File: src/design/gamepad_serial_frame_master_core_defines.svh
// Assertion macros for the gamepad serial frame master core.
`ifndef GAMEPAD_SERIAL_FRAME_MASTER_CORE_DEFINES_SVH
`define GAMEPAD_SERIAL_FRAME_MASTER_CORE_DEFINES_SVH

// Checks a property on every rising clock edge outside reset.
`define GSFM_ASSERT(lbl, prop, msg) \
  lbl: assert property (@(posedge clk) disable iff (!rst_n) (prop)) else $error(msg);

// Checks a property on every rising clock edge, reset included.
`define GSFM_ASSERT_ALWAYS(lbl, prop, msg) \
  lbl: assert property (@(posedge clk) (prop)) else $error(msg);

`endif

File: src/design/gsfm_pkg.sv
// Shared widths, defaults and constants of the gamepad serial frame master.
`default_nettype none
package gsfm_pkg;

  localparam int CFG_W        = 16;
  localparam int CFG_IDX_W    = 1;
  localparam int BYTE_W       = 8;
  localparam int CNT_W        = 3;
  localparam int RX_INDEX_W   = 6;
  localparam int NUM_IN_BYTES = 4;

  localparam int MAX_CMD_BYTES_DEF = 4;
  localparam int FRAME_BYTES_DEF   = 34;

  localparam logic [CFG_W-1:0] HALF_PERIOD_RESET = 16'd100;
  localparam logic [CFG_W-1:0] WAIT_RESET        = 16'd500;

  localparam logic [BYTE_W-1:0] TX_HEADER_BYTE = 8'h01;
  localparam logic [BYTE_W-1:0] TX_FILL_BYTE   = 8'h00;
  localparam logic [3:0]        LEN_NIBBLE_MASK = 4'hF;
  localparam logic [6:0]        LEN_BASE        = 7'd3;

endpackage
`default_nettype wire

File: src/design/gsfm_in_if.sv
// Request channel into the frame master: one tick request per transfer.
`default_nettype none
interface gsfm_in_if import gsfm_pkg::*; ();
  logic              valid;
  logic              ready;
  logic              kind;
  logic              data_in;
  logic [BYTE_W-1:0] cmd_byte0;
  logic [BYTE_W-1:0] cmd_byte1;
  logic [BYTE_W-1:0] cmd_byte2;
  logic [BYTE_W-1:0] cmd_byte3;
  logic [CNT_W-1:0]  cmd_count;

  modport source (output valid, kind, data_in, cmd_byte0, cmd_byte1, cmd_byte2,
                  cmd_byte3, cmd_count, input ready);
  modport sink (input valid, kind, data_in, cmd_byte0, cmd_byte1, cmd_byte2,
                cmd_byte3, cmd_count, output ready);
endinterface
`default_nettype wire

File: src/design/gsfm_out_if.sv
// Result channel out of the frame master: pin levels and received bytes.
`default_nettype none
interface gsfm_out_if import gsfm_pkg::*; ();
  logic                  valid;
  logic                  ready;
  logic                  att_out;
  logic                  cmd_out;
  logic                  clk_out;
  logic                  rx_valid;
  logic [BYTE_W-1:0]     rx_byte;
  logic [RX_INDEX_W-1:0] rx_index;
  logic                  busy_res;
  logic                  done_res;

  modport source (output valid, att_out, cmd_out, clk_out, rx_valid, rx_byte,
                  rx_index, busy_res, done_res, input ready);
  modport sink (input valid, att_out, cmd_out, clk_out, rx_valid, rx_byte,
                rx_index, busy_res, done_res, output ready);
endinterface
`default_nettype wire

File: src/design/gamepad_serial_frame_master_core.sv
// Top level of the gamepad serial frame master: frame sequencer and result buffer.
//
// Every request on in_ch stands for one clock tick of the controller link. A
// request with kind set while idle latches the command bytes and opens a frame;
// at any other time it only advances the running frame. For every accepted
// request exactly one result leaves on out_ch, carrying the attention, command
// and serial clock levels after that tick, a received byte when one completes,
// and the busy and done flags.
// The result of a request is registered in the output register, or in the skid
// register while out_ch stalls. Throughput: one request per cycle while in_ch.ready
// is high, set by the single registered pass of the sequencer from state register to result.
// When out_ch stalls, the held result stays in the output register and one
// more request is still taken into a skid register; in_ch.ready then drops
// until the receiver takes a result.
// Reset (synchronous, rst_n low) puts the sequencer in idle with all lines
// high, empties both result registers and loads the timing registers with
// 100 ticks per half period and 500 ticks per guard wait.
// cfg_we writes register cfg_index: 0 is the half period, 1 the guard wait.
// A zero in either register counts as one tick.
`default_nettype none
`include "gamepad_serial_frame_master_core_defines.svh"
module gamepad_serial_frame_master_core
  import gsfm_pkg::*;
#(
  parameter int MAX_CMD_BYTES = MAX_CMD_BYTES_DEF,
  parameter int FRAME_BYTES   = FRAME_BYTES_DEF
) (
  input  wire logic                 clk,
  input  wire logic                 rst_n,
  input  wire logic                 cfg_we,
  input  wire logic [CFG_IDX_W-1:0] cfg_index,
  input  wire logic [CFG_W-1:0]     cfg_data,
  gsfm_in_if.sink                   in_ch,
  gsfm_out_if.source                out_ch
);

  localparam int CC_W     = $clog2(MAX_CMD_BYTES + 1);
  localparam int CS_IDX_W = (MAX_CMD_BYTES > 1) ? $clog2(MAX_CMD_BYTES) : 1;
  localparam int FL_W     = $clog2(FRAME_BYTES + 1);
  localparam logic [3:0] MAX_CNT  = 4'(MAX_CMD_BYTES);
  localparam logic [6:0] MAX_LEN  = 7'(FRAME_BYTES);

  localparam logic [CFG_IDX_W-1:0] REG_HALF_PERIOD = 1'b0;
  localparam logic [CFG_IDX_W-1:0] REG_WAIT        = 1'b1;

  typedef enum logic [5:0] {
    PH_IDLE      = 6'b000001,
    PH_ATT_WAIT  = 6'b000010,
    PH_CLK_LOW   = 6'b000100,
    PH_CLK_HIGH  = 6'b001000,
    PH_BYTE_WAIT = 6'b010000,
    PH_END_WAIT  = 6'b100000
  } phase_t;

  typedef struct packed {
    logic                  att_out;
    logic                  cmd_out;
    logic                  clk_out;
    logic                  rx_valid;
    logic [BYTE_W-1:0]     rx_byte;
    logic [RX_INDEX_W-1:0] rx_index;
    logic                  busy_res;
    logic                  done_res;
  } res_t;

  // Timing registers.
  logic [CFG_W-1:0] half_period_r;
  logic [CFG_W-1:0] wait_r;

  always_ff @(posedge clk) begin
    if (!rst_n) begin
      half_period_r <= HALF_PERIOD_RESET;
      wait_r        <= WAIT_RESET;
    end else if (cfg_we) begin
      case (cfg_index)
        REG_HALF_PERIOD: half_period_r <= cfg_data;
        REG_WAIT:        wait_r        <= cfg_data;
        default:         ;
      endcase
    end
  end

  logic [CFG_W-1:0] half_ticks;
  logic [CFG_W-1:0] wait_ticks;
  assign half_ticks = (half_period_r == '0) ? CFG_W'(1) : half_period_r;
  assign wait_ticks = (wait_r == '0) ? CFG_W'(1) : wait_r;

  // Sequencer state.
  phase_t                phase_r, phase_nxt;
  logic [CFG_W-1:0]      delay_count_r, delay_count_nxt;
  logic [2:0]            bit_index_r, bit_index_nxt;
  logic [RX_INDEX_W-1:0] byte_index_r, byte_index_nxt;
  logic [FL_W-1:0]       frame_length_r, frame_length_nxt;
  logic [BYTE_W-1:0]     tx_shift_r, tx_shift_nxt;
  logic [BYTE_W-1:0]     rx_shift_r, rx_shift_nxt;
  logic [CC_W-1:0]       cmd_count_r, cmd_count_nxt;
  logic [BYTE_W-1:0]     cmd_store_r [MAX_CMD_BYTES];

  logic                  in_acc;
  logic                  start_ok;
  logic [BYTE_W-1:0]     in_bytes [NUM_IN_BYTES];
  logic [3:0]            cnt_sat;
  logic [RX_INDEX_W-1:0] tx_idx;
  logic [RX_INDEX_W-1:0] tx_idx_m1;
  logic [BYTE_W-1:0]     tx_pick;
  logic [6:0]            len_rx;
  logic [6:0]            len_cmd;
  logic [6:0]            len_max;
  logic [6:0]            len_fin;
  logic                  more_bytes;
  res_t                  res;

  assign in_bytes[0] = in_ch.cmd_byte0;
  assign in_bytes[1] = in_ch.cmd_byte1;
  assign in_bytes[2] = in_ch.cmd_byte2;
  assign in_bytes[3] = in_ch.cmd_byte3;

  assign start_ok = (phase_r == PH_IDLE) && in_ch.kind;

  // A count of zero still sends command byte 0; counts above MAX_CMD_BYTES saturate.
  always_comb begin
    cnt_sat = 4'(in_ch.cmd_count);
    if (cnt_sat == 4'd0) begin
      cnt_sat = 4'd1;
    end
    if (cnt_sat > MAX_CNT) begin
      cnt_sat = MAX_CNT;
    end
  end

  // Byte to send next: the header, a stored command byte, or fill.
  assign tx_idx    = (phase_r == PH_BYTE_WAIT) ? byte_index_r + RX_INDEX_W'(1) : byte_index_r;
  assign tx_idx_m1 = tx_idx - RX_INDEX_W'(1);

  always_comb begin
    if (tx_idx == '0) begin
      tx_pick = TX_HEADER_BYTE;
    end else if (7'(tx_idx) <= 7'(cmd_count_r)) begin
      tx_pick = cmd_store_r[tx_idx_m1[CS_IDX_W-1:0]];
    end else begin
      tx_pick = TX_FILL_BYTE;
    end
  end

  // Frame length: byte 1 length nibble, at least cmd count + 1, capped at FRAME_BYTES.
  assign len_rx  = {2'b00, rx_shift_r[3:0] & LEN_NIBBLE_MASK, 1'b0} + LEN_BASE;
  assign len_cmd = 7'(cmd_count_r) + 7'd1;
  assign len_max = (len_cmd > len_rx) ? len_cmd : len_rx;
  assign len_fin = (len_max > MAX_LEN) ? MAX_LEN : len_max;

  assign more_bytes = (byte_index_r == '0) ||
                      ((7'(byte_index_r) + 7'd1) < 7'(frame_length_r));

  always_comb begin
    phase_nxt        = phase_r;
    delay_count_nxt  = delay_count_r;
    bit_index_nxt    = bit_index_r;
    byte_index_nxt   = byte_index_r;
    frame_length_nxt = frame_length_r;
    tx_shift_nxt     = tx_shift_r;
    rx_shift_nxt     = rx_shift_r;
    cmd_count_nxt    = cmd_count_r;
    res              = '0;

    if (phase_r == PH_IDLE) begin
      if (in_ch.kind) begin
        cmd_count_nxt    = CC_W'(cnt_sat);
        byte_index_nxt   = '0;
        frame_length_nxt = '0;
        phase_nxt        = PH_ATT_WAIT;
        delay_count_nxt  = wait_ticks;
      end
    end else if (delay_count_r > CFG_W'(1)) begin
      delay_count_nxt = delay_count_r - CFG_W'(1);
    end else begin
      case (phase_r)
        PH_ATT_WAIT: begin
          tx_shift_nxt    = tx_pick;
          rx_shift_nxt    = '0;
          bit_index_nxt   = '0;
          phase_nxt       = PH_CLK_LOW;
          delay_count_nxt = half_ticks;
        end
        PH_CLK_LOW: begin
          rx_shift_nxt    = rx_shift_r | (BYTE_W'(in_ch.data_in) << bit_index_r);
          phase_nxt       = PH_CLK_HIGH;
          delay_count_nxt = half_ticks;
        end
        PH_CLK_HIGH: begin
          if (bit_index_r == 3'd7) begin
            res.rx_valid = 1'b1;
            res.rx_byte  = rx_shift_r;
            res.rx_index = byte_index_r;
            if (byte_index_r == RX_INDEX_W'(1)) begin
              frame_length_nxt = len_fin[FL_W-1:0];
            end
            phase_nxt       = PH_BYTE_WAIT;
            delay_count_nxt = wait_ticks;
          end else begin
            bit_index_nxt   = bit_index_r + 3'd1;
            phase_nxt       = PH_CLK_LOW;
            delay_count_nxt = half_ticks;
          end
        end
        PH_BYTE_WAIT: begin
          if (more_bytes) begin
            byte_index_nxt  = tx_idx;
            tx_shift_nxt    = tx_pick;
            rx_shift_nxt    = '0;
            bit_index_nxt   = '0;
            phase_nxt       = PH_CLK_LOW;
            delay_count_nxt = half_ticks;
          end else begin
            phase_nxt       = PH_END_WAIT;
            delay_count_nxt = wait_ticks;
          end
        end
        default: begin
          phase_nxt       = PH_IDLE;
          delay_count_nxt = '0;
          res.done_res    = 1'b1;
        end
      endcase
    end

    // Line levels follow the state after this tick.
    res.att_out  = 1'b1;
    res.cmd_out  = 1'b1;
    res.clk_out  = 1'b1;
    if ((phase_nxt == PH_ATT_WAIT) || (phase_nxt == PH_BYTE_WAIT)) begin
      res.att_out = 1'b0;
    end else if ((phase_nxt == PH_CLK_LOW) || (phase_nxt == PH_CLK_HIGH)) begin
      res.att_out = 1'b0;
      res.cmd_out = tx_shift_nxt[bit_index_nxt];
      res.clk_out = (phase_nxt == PH_CLK_HIGH);
    end
    res.busy_res = (phase_nxt != PH_IDLE);
  end

  always_ff @(posedge clk) begin
    if (!rst_n) begin
      phase_r        <= PH_IDLE;
      delay_count_r  <= '0;
      bit_index_r    <= '0;
      byte_index_r   <= '0;
      frame_length_r <= '0;
      tx_shift_r     <= '0;
      rx_shift_r     <= '0;
      cmd_count_r    <= '0;
    end else if (in_acc) begin
      phase_r        <= phase_nxt;
      delay_count_r  <= delay_count_nxt;
      bit_index_r    <= bit_index_nxt;
      byte_index_r   <= byte_index_nxt;
      frame_length_r <= frame_length_nxt;
      tx_shift_r     <= tx_shift_nxt;
      rx_shift_r     <= rx_shift_nxt;
      cmd_count_r    <= cmd_count_nxt;
    end
  end

  // Command bytes are latched by a start; entries past the input bytes get fill.
  for (genvar g = 0; g < MAX_CMD_BYTES; g++) begin : g_store
    always_ff @(posedge clk) begin
      if (in_acc && start_ok) begin
        if (g < NUM_IN_BYTES) begin
          cmd_store_r[g] <= in_bytes[g % NUM_IN_BYTES];
        end else begin
          cmd_store_r[g] <= TX_FILL_BYTE;
        end
      end
    end
  end

  // Output register with a skid register behind it.
  res_t main_r;
  res_t skid_r;
  logic main_valid_r;
  logic skid_valid_r;

  assign in_ch.ready = !skid_valid_r;
  assign in_acc      = in_ch.valid && in_ch.ready;

  always_ff @(posedge clk) begin
    if (!rst_n) begin
      main_valid_r <= 1'b0;
      skid_valid_r <= 1'b0;
    end else if (out_ch.ready || !main_valid_r) begin
      main_valid_r <= skid_valid_r || in_acc;
      skid_valid_r <= 1'b0;
    end else if (in_acc) begin
      skid_valid_r <= 1'b1;
    end
  end

  always_ff @(posedge clk) begin
    if (out_ch.ready || !main_valid_r) begin
      main_r <= skid_valid_r ? skid_r : res;
    end else if (in_acc) begin
      skid_r <= res;
    end
  end

  assign out_ch.valid    = main_valid_r;
  assign out_ch.att_out  = main_r.att_out;
  assign out_ch.cmd_out  = main_r.cmd_out;
  assign out_ch.clk_out  = main_r.clk_out;
  assign out_ch.rx_valid = main_r.rx_valid;
  assign out_ch.rx_byte  = main_r.rx_byte;
  assign out_ch.rx_index = main_r.rx_index;
  assign out_ch.busy_res = main_r.busy_res;
  assign out_ch.done_res = main_r.done_res;

  `GSFM_ASSERT(a_skid_behind_main, !skid_valid_r || main_valid_r, "skid full with output empty")
  `GSFM_ASSERT(a_idle_no_delay, (phase_r != PH_IDLE) || (delay_count_r == '0), "idle with delay")
  `GSFM_ASSERT(a_busy_delay_set, (phase_r == PH_IDLE) || (delay_count_r != '0), "busy, zero delay")
  `GSFM_ASSERT(a_start_opens, (in_acc && start_ok) |=> (phase_r == PH_ATT_WAIT), "start lost")
  `GSFM_ASSERT(a_len_bound, 7'(frame_length_r) <= MAX_LEN, "frame length too large")

endmodule
`default_nettype wire

File: src/flat_wrapper.sv
// flat-port wrapper written by rule: the top's interface ports become plain ports
module gamepad_serial_frame_master_core_flat import gsfm_pkg::*;
#(
  parameter int MAX_CMD_BYTES = MAX_CMD_BYTES_DEF,
  parameter int FRAME_BYTES   = FRAME_BYTES_DEF
)
  (clk, rst_n, cfg_we, cfg_index, cfg_data, in_ch_valid, in_ch_kind, in_ch_data_in, in_ch_cmd_byte0, in_ch_cmd_byte1, in_ch_cmd_byte2, in_ch_cmd_byte3, in_ch_cmd_count, in_ch_ready, out_ch_valid, out_ch_att_out, out_ch_cmd_out, out_ch_clk_out, out_ch_rx_valid, out_ch_rx_byte, out_ch_rx_index, out_ch_busy_res, out_ch_done_res, out_ch_ready);
  gsfm_in_if in_ch_i ();
  gsfm_out_if out_ch_i ();
  input  wire logic clk;
  input  wire logic rst_n;
  input  wire logic cfg_we;
  input  wire logic [CFG_IDX_W-1:0] cfg_index;
  input  wire logic [CFG_W-1:0] cfg_data;
  input wire logic [$bits(in_ch_i.valid)-1:0] in_ch_valid;
  input wire logic [$bits(in_ch_i.kind)-1:0] in_ch_kind;
  input wire logic [$bits(in_ch_i.data_in)-1:0] in_ch_data_in;
  input wire logic [$bits(in_ch_i.cmd_byte0)-1:0] in_ch_cmd_byte0;
  input wire logic [$bits(in_ch_i.cmd_byte1)-1:0] in_ch_cmd_byte1;
  input wire logic [$bits(in_ch_i.cmd_byte2)-1:0] in_ch_cmd_byte2;
  input wire logic [$bits(in_ch_i.cmd_byte3)-1:0] in_ch_cmd_byte3;
  input wire logic [$bits(in_ch_i.cmd_count)-1:0] in_ch_cmd_count;
  output wire logic [$bits(in_ch_i.ready)-1:0] in_ch_ready;
  output wire logic [$bits(out_ch_i.valid)-1:0] out_ch_valid;
  output wire logic [$bits(out_ch_i.att_out)-1:0] out_ch_att_out;
  output wire logic [$bits(out_ch_i.cmd_out)-1:0] out_ch_cmd_out;
  output wire logic [$bits(out_ch_i.clk_out)-1:0] out_ch_clk_out;
  output wire logic [$bits(out_ch_i.rx_valid)-1:0] out_ch_rx_valid;
  output wire logic [$bits(out_ch_i.rx_byte)-1:0] out_ch_rx_byte;
  output wire logic [$bits(out_ch_i.rx_index)-1:0] out_ch_rx_index;
  output wire logic [$bits(out_ch_i.busy_res)-1:0] out_ch_busy_res;
  output wire logic [$bits(out_ch_i.done_res)-1:0] out_ch_done_res;
  input wire logic [$bits(out_ch_i.ready)-1:0] out_ch_ready;
  assign in_ch_i.valid = in_ch_valid;
  assign in_ch_i.kind = in_ch_kind;
  assign in_ch_i.data_in = in_ch_data_in;
  assign in_ch_i.cmd_byte0 = in_ch_cmd_byte0;
  assign in_ch_i.cmd_byte1 = in_ch_cmd_byte1;
  assign in_ch_i.cmd_byte2 = in_ch_cmd_byte2;
  assign in_ch_i.cmd_byte3 = in_ch_cmd_byte3;
  assign in_ch_i.cmd_count = in_ch_cmd_count;
  assign in_ch_ready = in_ch_i.ready;
  assign out_ch_valid = out_ch_i.valid;
  assign out_ch_att_out = out_ch_i.att_out;
  assign out_ch_cmd_out = out_ch_i.cmd_out;
  assign out_ch_clk_out = out_ch_i.clk_out;
  assign out_ch_rx_valid = out_ch_i.rx_valid;
  assign out_ch_rx_byte = out_ch_i.rx_byte;
  assign out_ch_rx_index = out_ch_i.rx_index;
  assign out_ch_busy_res = out_ch_i.busy_res;
  assign out_ch_done_res = out_ch_i.done_res;
  assign out_ch_i.ready = out_ch_ready;
  gamepad_serial_frame_master_core #(.MAX_CMD_BYTES(MAX_CMD_BYTES), .FRAME_BYTES(FRAME_BYTES)) u_core (.clk(clk), .rst_n(rst_n), .cfg_we(cfg_we), .cfg_index(cfg_index), .cfg_data(cfg_data), .in_ch(in_ch_i), .out_ch(out_ch_i));
endmodule
File: config.mk
export PLATFORM = sky130hd
export DESIGN_NAME = gamepad_serial_frame_master_core_flat
export DESIGN_NICKNAME = d
export VERILOG_FILES = /design/src/design/gsfm_pkg.sv /design/src/design/gsfm_in_if.sv /design/src/design/gsfm_out_if.sv /design/src/design/gamepad_serial_frame_master_core.sv /design/src/flat_wrapper.sv
export VERILOG_INCLUDE_DIRS = /design/src /design/src/design
export SDC_FILE = /design/constraint.sdc
export NUM_CORES = 1
export LEC_CHECK = 0
export BUFFER_PORTS_ARGS = -buffer_cell sky130_fd_sc_hd__clkbuf_2
export CORE_ASPECT_RATIO = 1.5
export CORE_MARGIN = 3
export CORE_UTILIZATION = 59
export DETAILED_ROUTE_END_ITERATION = 6
export PLACE_DENSITY = 0.8
export SLEW_MARGIN = 15
export SYNTH_ARGS = -nofsm -noshare
export SYNTH_HDL_FRONTEND = slang
export SYNTH_SLANG_ARGS = --single-unit
File: constraint.sdc
create_clock -name clk -period 3.75 [get_ports clk]
set_input_delay 0.1875 -clock clk [delete_from_list [all_inputs] [get_ports clk]]
set_output_delay 0.1875 -clock clk [all_outputs]
set_load 0.1 [all_outputs]
==> impl_metrics.sql <==
INSERT INTO impl_metrics (metric_group, metric, value, unit) VALUES
('final_layout', 'final_common_cell', 'nand2_1', ''),
('grt', 'met1_usage', '31.18', '%'),
('worst_setup_path', 'worst-endpoint-arrival', '3620', 'ps'),
('sta', 'report.final.hold_viol_count', '0', ''),
('placed_design', 'detailedPlacementHpwl', '14.04', 'mm'),
('route', 'route.detailed.wl_per_inst', '18.11', 'um'),
('final_layout', 'multi_input_area', '3714', 'um^2'),
('worst_setup_path', 'reg2reg_to', 'u_core.out_ch.cmd_out', ''),
('clock_tree', 'tritoncts.num_buffers', '17', ''),
('power', 'power_density', '454.1', 'nW/um^2'),
('clock_tree', 'clk_pin_slew', '70', 'ps'),
('worst_hold_path', 'min-delay-path-class', 'in2reg', ''),
('sta', 'max-slew-margin-rel', '26.06', '%'),
('worst_setup_path', 'critical_path.endpoint_type', 'flop', ''),
('floorplanning', 'row_count', '51', ''),
('worst_setup_path', 'worst-path-buf-inv', '0', ''),
('clock_tree', 'ctsHtreeMaxLevel', '4', ''),
('worst_setup_path', 'worstPathRequired', '3920', 'ps'),
('worst_setup_path', 'worstReg2RegStart', 'u_core.byte_index_r[1]', ''),
('worst_setup_path', 'timing.critical_path.slowest_stage_cell', 'dfxtp_1', ''),
('synthesis', 'synth_ff_type', 'dfxtp_1', ''),
('route', 'drt_iter0_markers', '408', ''),
('synthesis', 'ys_seq_elements', '162', ''),
('placed_design', 'finalWeightedCongestion', '0.9885', ''),
('final_layout', 'area_growth', '19.65', '%'),
('synthesis', 'synth-edff-count', '72', ''),
('synthesis', 'postSynthAreaPerCell', '9.741', 'um^2'),
('final_layout', 'layout-drive-gt1-share', '18.13', '%'),
('synthesis', 'synth_sequential_area_ratio', '50.17', '%'),
('synthesis', 'synth_cells', '811', ''),
('grt', 'vias_in_the_first_global_route', '6692', ''),
('worst_hold_path', 'min-delay-start', 'cfg_data[9]', ''),
('final_layout', 'final_cell_mix', 'nand2_1 (141), dfxtp_1 (89), clkbuf_2 (80)', ''),
('floorplanning', 'start_util', '60.69', '%'),
('sta', 'timing.clock.skew', '11.54', 'ps'),
('worst_setup_path', 'setup.worst_path.class', 'reg2reg', ''),
('floorplanning', 'die_height', '147.7', 'um'),
('worst_setup_path', 'slowest_delay', '420', 'ps'),
('grt', 'grtUsageMet3', '4.155', '%'),
('sta', 'worst_slack', '295.3', 'ps'),
('grt', 'grt_use_total', '28.01', '%'),
('grt', 'grt-ovfl-total', '0', ''),
('clock_tree', 'cts_buffer_depth', '2', ''),
('final_layout', 'final_util', '72.62', '%'),
('worst_setup_path', 'reg2reg_depth', '13', ''),
('synthesis', 'yosys.area.top_type_share', '27.37', '%'),
('worst_setup_path', 'reg2reg_setup_slack', '300', 'ps'),
('final_layout', 'register_area', '3965', 'um^2'),
('synthesis', 'netlist_area', '7900', 'um^2'),
('synthesis', 'synth_top_cells_by_area', 'edfxtp_1 (27%), dfxtp_1 (23%), nand2_1 (6.7%), a21boi_0 (3.2%), ha_1 (3.2%)', ''),
('clock_tree', 'clock_tree_from_tritoncts', 'built', ''),
('grt', 'number_of_antenna_violations_at_the_first_check_in_global_routing', '0', ''),
('floorplanning', 'placeableCoreArea', '13020', 'um^2'),
('final_layout', 'nNetsFinal', '1009', ''),
('floorplanning', 'die_w', '100.5', 'um'),
('floorplanning', 'design.die.area', '14840', 'um^2'),
('worst_setup_path', 'worst_path_dominant_cell_family', 'compound AO/OA/AOI/OAI gates', ''),
('route', 'total_iterations_of_the_first_detailed_routing_run', '6', ''),
('synthesis', 'synth_async_sr_flop_share', '0', '%'),
('route', 'number_of_remaining_drc_errors', '0', ''),
('grt', 'grt_start_max_net_pins', '43', ''),
('placed_design', 'dpl.cell_count', '1030', ''),
('sta', 'hold_slack', '11.66', 'ps'),
('run', 'drv_cap', '0', ''),
('synthesis', 'synth_fp_nets', '890', ''),
('route', 'drtAntennaViolNets', '0', ''),
('outcome', 'run_status', 'completed', ''),
('route', 'routed_wl', '19.96', 'mm'),
('worst_hold_path', 'worstHoldEndpoint', 'u_core.half_period_r[9]', ''),
('grt', 'grt_pass1_wl', '32.81', 'mm'),
('clock_tree', 'root_buffer', 'clkbuf_16', '');
worst max-delay path by stage:
stage                            from                    end  slack [ps]
2_1_floorplan  u_core.byte_index_r[0]  u_core.out_ch.cmd_out         290
3_3_place_gp   u_core.byte_index_r[0]  u_core.out_ch.cmd_out         280
3_5_place_dp   u_core.byte_index_r[2]  u_core.out_ch.cmd_out         210
4_1_cts        u_core.byte_index_r[2]  u_core.out_ch.cmd_out         170
5_1_grt        u_core.byte_index_r[1]  u_core.out_ch.cmd_out         -30
6_report       u_core.byte_index_r[1]  u_core.out_ch.cmd_out         300
worst min-delay path, stage by stage:
cell and delay (ps):
clkbuf_2 90, nand2_1 50, a21boi_0 60
final cells by class:
cell class / count / share of cell area (%)
flip-flops and latches: 162 / 41.95
multi-input cells: 590 / 39.29
repair buffers: 140 / 10.01
clock buffers: 18 / 4.540
well taps: 159 / 2.105
clock inverters: 14 / 1.363
inverters: 19 / 0.7545
repair_timing:
item	CTS	global route
hold buffers	38	0
endpoints found under the setup margin	0	3
endpoints found under the hold margin	40	0
setup buffers	0	2
gates resized for setup	0	3
cell usage after synthesis, types with 4 or more instances:
library cell and instances:
xor2_1 14, nor2_1 49, edfxtp_1 72, nand2b_1 4, xnor2_1 8, dfxtp_1 90, nor4_1 15, a31oi_1 13
nand4_1 4, clkbuf_1 34, a221oi_1 6, nand2_1 141, mux4_2 7, a22o_1 7, mux2i_1 9, mux2_2 17
a21oi_1 41, buf_2 4, nor3_1 17, and2_1 18, nor2b_1 23, nand3_1 31, inv_1 19, o211ai_1 4
a21boi_0 34, o21a_1 4, o21ai_0 39, ha_1 20, and3_1 9, a22oi_1 10
metal layers:
metal	up-vias	routed length (um)
li1	3163	-
met1	3149	7299
met2	264	10730
met3	76	907
met4	0	1016
met5	-	0
per-stage QoR:
stage               cell area [um^2]  TNS [ps]
global route                    9453    -31.10
detailed placement              8494         0
floorplan                       7900         0
global placement                8494         0
finish                          9453         0
CTS                             9433         0
registers in the layout, indices dropped and copies added (netlist names), 3 cells and up:
signal / cells
u_core.rx_shift_r: 8
u_core.half_period_r: 16
u_core.tx_shift_r: 8
u_core.phase_r: 6
u_core.out_ch.rx_index: 6
u_core.skid_r: 20
u_core.delay_count_r: 16
u_core.cmd_count_r: 3
u_core.frame_length_r: 6
u_core.wait_r: 16
u_core.bit_index_r: 3
u_core.cmd_store_r: 32
u_core.out_ch.rx_byte: 8
u_core.byte_index_r: 6
power breakdown:
part | internal [W] | switching, W
Sequential | 0.00193 | 0.0000633
Clock | 0.000924 | 0.000740
Combinational | 0.000211 | 0.000423
Total | 0.00307 | 0.00123
logic make-up after synthesis:
kind of cell	share of synthesized area, %
XOR/XNOR	2.645
AO/OA/AOI/OAI	15.01
adder cells (fa/ha/maj)	3.168
AND/OR/NAND/NOR	20.57
flip-flops	50.17
multiplexers	5.559
buffers and inverters	2.867
Note: power is estimated with default switching activity, not from simulation.
